--- src/hw/rtl/fep_pkg.sv ---
package fep_pkg;
  localparam int unsigned CordicSteps = 24;
  localparam logic [3:0] RegFocalX  = 4'd0;
  localparam logic [3:0] RegFocalY  = 4'd1;
  localparam logic [3:0] RegCenterX = 4'd2;
  localparam logic [3:0] RegCenterY = 4'd3;
  localparam logic [3:0] RegDistK1  = 4'd4;
  localparam logic [3:0] RegDistK2  = 4'd5;
  localparam logic [3:0] RegDistK3  = 4'd6;
  localparam logic [3:0] RegDistK4  = 4'd7;

  typedef struct packed {
    logic [19:0]        focal_x;
    logic [19:0]        focal_y;
    logic [19:0]        center_x;
    logic [19:0]        center_y;
    logic signed [23:0] k1;
    logic signed [23:0] k2;
    logic signed [23:0] k3;
    logic signed [23:0] k4;
  } cfg_t;

  // truncated atan(2^-i) in Q0.30
  function automatic logic [29:0] atan_lut(input logic [4:0] i);
    logic [29:0] a;
    case (i)
      5'd0: a = 30'd843314856;  5'd1: a = 30'd497837829;
      5'd2: a = 30'd263043836;  5'd3: a = 30'd133525158;
      5'd4: a = 30'd67021686;   5'd5: a = 30'd33543515;
      5'd6: a = 30'd16775850;   5'd7: a = 30'd8388437;
      5'd8: a = 30'd4194282;    5'd9: a = 30'd2097149;
      5'd10: a = 30'd1048575;   5'd11: a = 30'd524287;
      5'd12: a = 30'd262143;    5'd13: a = 30'd131071;
      5'd14: a = 30'd65535;     5'd15: a = 30'd32767;
      5'd16: a = 30'd16383;     5'd17: a = 30'd8191;
      5'd18: a = 30'd4095;      5'd19: a = 30'd2047;
      5'd20: a = 30'd1023;      5'd21: a = 30'd511;
      5'd22: a = 30'd255;       5'd23: a = 30'd127;
      default: a = '0;
    endcase
    return a;
  endfunction
endpackage

--- src/hw/rtl/fep_sqrt.sv ---
// pipelined integer square root, one result bit per stage
module fep_sqrt (
  input  logic        clk_i,
  input  logic        rst_ni,
  input  logic        valid_i,
  input  logic [48:0] s_i,
  input  logic [47:0] side_i,
  output logic        valid_o,
  output logic [24:0] r_o,
  output logic [47:0] side_o
);
  import fep_pkg::*;
  localparam int unsigned N = 25;

  logic [N:0]      vld_q;
  logic [49:0]     rem_q  [N+1];
  logic [24:0]     root_q [N+1];
  logic [49:0]     s_q    [N+1];
  logic [47:0]     side_q [N+1];

  always_comb begin
    vld_q[0]  = valid_i;
    rem_q[0]  = '0;
    root_q[0] = '0;
    s_q[0]    = {1'b0, s_i};
    side_q[0] = side_i;
  end

  // restoring digit recurrence, two radicand bits per stage
  for (genvar g = 0; g < N; g++) begin : g_stage
    logic [49:0] rem_d;
    logic [49:0] trial;
    always_comb begin
      rem_d = {rem_q[g][47:0], s_q[g][49:48]};
      trial = {23'd0, root_q[g], 2'b01};
    end
    always_ff @(posedge clk_i or negedge rst_ni) begin
      if (!rst_ni) begin
        vld_q[g+1] <= 1'b0;
      end else begin
        vld_q[g+1] <= vld_q[g];
      end
    end
    always_ff @(posedge clk_i) begin
      s_q[g+1]    <= {s_q[g][47:0], 2'b00};
      side_q[g+1] <= side_q[g];
      if (rem_d >= trial) begin
        rem_q[g+1]  <= rem_d - trial;
        root_q[g+1] <= {root_q[g][23:0], 1'b1};
      end else begin
        rem_q[g+1]  <= rem_d;
        root_q[g+1] <= {root_q[g][23:0], 1'b0};
      end
    end
  end

  assign valid_o = vld_q[N];
  assign r_o     = root_q[N];
  assign side_o  = side_q[N];
endmodule

--- config.mk ---
export PLATFORM = sky130hd
export DESIGN_NAME = fep_sqrt
export DESIGN_NICKNAME = d
export VERILOG_FILES = /design/src/hw/rtl/fep_pkg.sv /design/src/hw/rtl/fep_sqrt.sv
export SDC_FILE = /design/constraint.sdc
export NUM_CORES = 2
export LEC_CHECK = 0
export BUFFER_PORTS_ARGS = -buffer_cell sky130_fd_sc_hd__buf_2
export CORE_MARGIN = 2
export CORE_UTILIZATION = 55
export DETAILED_ROUTE_END_ITERATION = 16
export PLACE_DENSITY_LB_ADDON = 0.25
export SYNTH_ARGS = -nofsm -noshare
export SYNTH_HDL_FRONTEND = slang
export SYNTH_SLANG_ARGS = --single-unit
--- constraint.sdc ---
create_clock -name clk_i -period 3.5 [get_ports clk_i]
set_input_delay 0.175 -clock clk_i [delete_from_list [all_inputs] [get_ports clk_i]]
set_output_delay 0.175 -clock clk_i [all_outputs]
set_load 0.03 [all_outputs]
==> results.json <==
{
  "synthTopCellsByArea": "dfxtp_1 65%, ha_1 4.4%, xor2_1 4.4%",
  "finish.utilization_pct": 65.2,
  "grt_util_met1_pct": 22.4,
  "diodes": 0,
  "dp_hpwl_um": 134000,
  "power.leakage_nw": 50.7,
  "path_clk_slew_ns": 0.06,
  "routed_via_density": 5.05,
  "cts_tree": "built",
  "clock_skew_ns": 0.0652,
  "grt_use_total_pct": 20.2,
  "wl_um": 188000,
  "grt_pass1_vias": 60600,
  "yosysWarningCount": 0,
  "use_met3_pct": 3.19,
  "outcome": "finished, final reports clean",
  "crit_top_cell": "nor4_1",
  "cts.path.max_buffers": 4,
  "ys_ff_latch": 3217,
  "via_count": 60100,
  "yosys.area.top_type_share_pct": 64.6,
  "maxSlewViolCount": 0,
  "area_delta_synth_final_pct": 17.8,
  "holdWs_ns": 0.297,
  "fin_cells": 11900,
  "coreArea_mm2": 0.179,
  "final_cell_mix": "3191 x dfxtp_1, 539 x nand2_1, 496 x xor2_1",
  "crit_path_end_kind": "flop",
  "cts_inserted_buffers": 321,
  "grt_overflow": 0,
  "routedWlPerCell_um": 15.8,
  "synth_area_per_cell_um2": 11.5,
  "post-route-min-period_ns": 3.40,
  "postRouteAntennaNets": 0,
  "max_slew_margin_pct": 30.3,
  "cap_violations": 0,
  "synth_top_cell_by_area": "dfxtp_1",
  "routabilityCongestion": 0.929,
  "place_inst": 11100,
  "rsz0062_at_grt": "true",
  "drc": 0,
  "pre_cts_ws_ns": -0.119,
  "total_power_w": 0.0866,
  "top_usage_layer": "met2",
  "path_class": "flop to flop",
  "root_buffer": "clkbuf_16",
  "dieArea_mm2": 0.183,
  "seq_area_frac_synth_pct": 65.3,
  "drtIter0Drc": 3126,
  "grt_pass1_wl_um": 302000,
  "drt_pass1_iterations": 6,
  "antenna_found_initial": 2,
  "cts_sinks": 3217,
  "finalCritPeriodShare_pct": 97.0,
  "die_y_um": 428,
  "h-tree-depth": 5,
  "netlist_instances": 8568,
  "crit_slowest_cell": "nor4_1",
  "max_freq_mhz": 295,
  "critPathRequiredTime_ns": 4.28,
  "yosys.cell_types.count": 97,
  "syn_area_mm2": 0.0989,
  "io_pins": 174,
  "arrival_ns": 4.17,
  "layout_commonest_cell": "dfxtp_1",
  "peakVddDrop_mv": 0.492,
  "synth-edff-count": 0,
  "p_per_area_mw_per_mm2": 744,
  "syn_nets": 9017,
  "hold_path.class": "flop to flop",
  "die_x_um": 428,
  "rows": 155,
  "initial_core_util_pct": 55.4,
  "setup_slack_ns": 0.105,
  "grt_max_degree": 44,
  "worstPathCellList": "or4_1 -> or3_1 -> nor4_1 -> o2111a_1 -> nand3_2 -> and3_1 -> nand3_1 -> nor4_1 -> xor2_1",
  "path_max_fanout": 5,
  "worst_pin_slew_ns": 1.04,
  "setup_viol": 0,
  "use_met2_pct": 36.8,
  "worstSetupStartpointType": "flop",
  "clk_latency_ns": 0.92,
  "async_flop_share_pct": 0.777,
  "max_stage_delay_ns": 0.62,
  "nets": 9763,
  "ys.flop_type": "dfxtp_1",
  "layout-drive-gt1-share_pct": 11.4,
  "timing.final.hold_violations": 0,
  "io_buffers": 173
}
cell type report:
| cell class | count | area [µm²] |
|---|---|---|
| Timing Repair Buffer | 603 | 4670 |
| Fill cell | 13400 | 62200 |
| Sequential cell | 3217 | 64500 |
| Tap cell | 2355 | 2950 |
| Multi-Input combinational cell | 4731 | 32100 |
| Inverter | 440 | 1660 |
| Clock buffer | 463 | 9370 |
| Clock inverter | 98 | 1160 |
timing repair:
item | in CTS | in global routing
gates cloned | 0 | 1
pin swaps | 0 | 11
setup endpoints to repair | 12 | 120
resized for setup | 3 | 52
buffers inserted | 0 | 6
endpoints found under the hold margin | 123 | 0
hold buffers | 198 | 0
logic make-up after synthesis:
| kind of cell | Yosys count | share of synthesized area [%] |
|---|---|---|
| fa+ha+maj | 349 | 4.42 |
| xor+xnor | 928 | 8.22 |
| simple gates | 2316 | 12.1 |
| flops | 3217 | 65.3 |
| compound gates | 1091 | 6.89 |
| mux | 46 | 0.512 |
| buf+inv | 620 | 2.57 |
| other cells | 1 | 0.00379 |
layer usage:
| metal | part of all wire, % | up-vias |
|---|---|---|
| met5 | 0 | - |
| met4 | 5.5 | 0 |
| met3 | 3.8 | 542 |
| met2 | 50 | 1276 |
| met1 | 40 | 27900 |
| li1 | - | 30400 |
registers in the layout (all words and copies together), names as in the netlist:
register / cells
r_o: 25
vld_q: 24
s_q: 552
side_o: 48
g_stage.trial: 300
g_stage.rem_d: 1115
side_q: 1152
valid_o: 1
worst max-delay path: cells and delay by family, from the launching register on:
family | cells | cell delay, ns
simple gates | 7 | 2.43
compound gates | 1 | 0.34
flops | 1 | 0.33
xor+xnor | 1 | 0.15
report_power, final:
group	total (W)	switching [W]	leakage [nW]	internal [W]
logic	0.00823	0.00423	18.4	0.00400
clock network	0.0335	0.0134	5.19	0.0202
registers	0.0448	0.00363	27.1	0.0412
total	0.0866	0.0212	50.7	0.0654
final timing paths:
check,slack (ns),cells past startpoint,end,startpoint
max reg2reg,0.10,9,g_stage[7].rem_d[48],g_stage[6].rem_d[40]
max,0.10,9,g_stage[7].rem_d[48],g_stage[6].rem_d[40]
min reg2reg,0.30,0,s_q[547],s_q[595]
max in group asynchronous,2.33,3,vld_q[20],rst_ni
min in group asynchronous,0.54,3,vld_q[5],rst_ni
min,0.30,0,s_q[547],s_q[595]
through the flow:
stage	area, µm²	TNS, ns
CTS	116000	0
global placement	104000	-1.97
detailed placement	104000	-0.601
floorplan	98900	0
finish	116000	0
global route	116000	-0.00141
synth_stat cells, types with 21 or more instances:
cell type  count
a211oi_1      30
a21o_1       123
a21oi_1      286
a31oi_1       38
and2_1        25
and3_1        39
buf_2         21
buf_4         49
clkbuf_1     104
dfrtp_1       25
dfxtp_1     3192
ha_1         349
inv_1        436
mux2_2        37
nand2_1      539
nand2b_1      87
nand3_1      140
nand3b_1      41
nand4_1       74
nor2_1       474
nor2b_1       51
nor3_1       295
nor4_1       168
nor4b_1       21
o211ai_1      26
o21a_1        56
o21ai_0      329
o21bai_1      32
o31ai_1       40
or2_2         41
or3_1        123
or4_1        101
xnor2_1      432
xor2_1       496
Power figures use the tool's default switching activity.
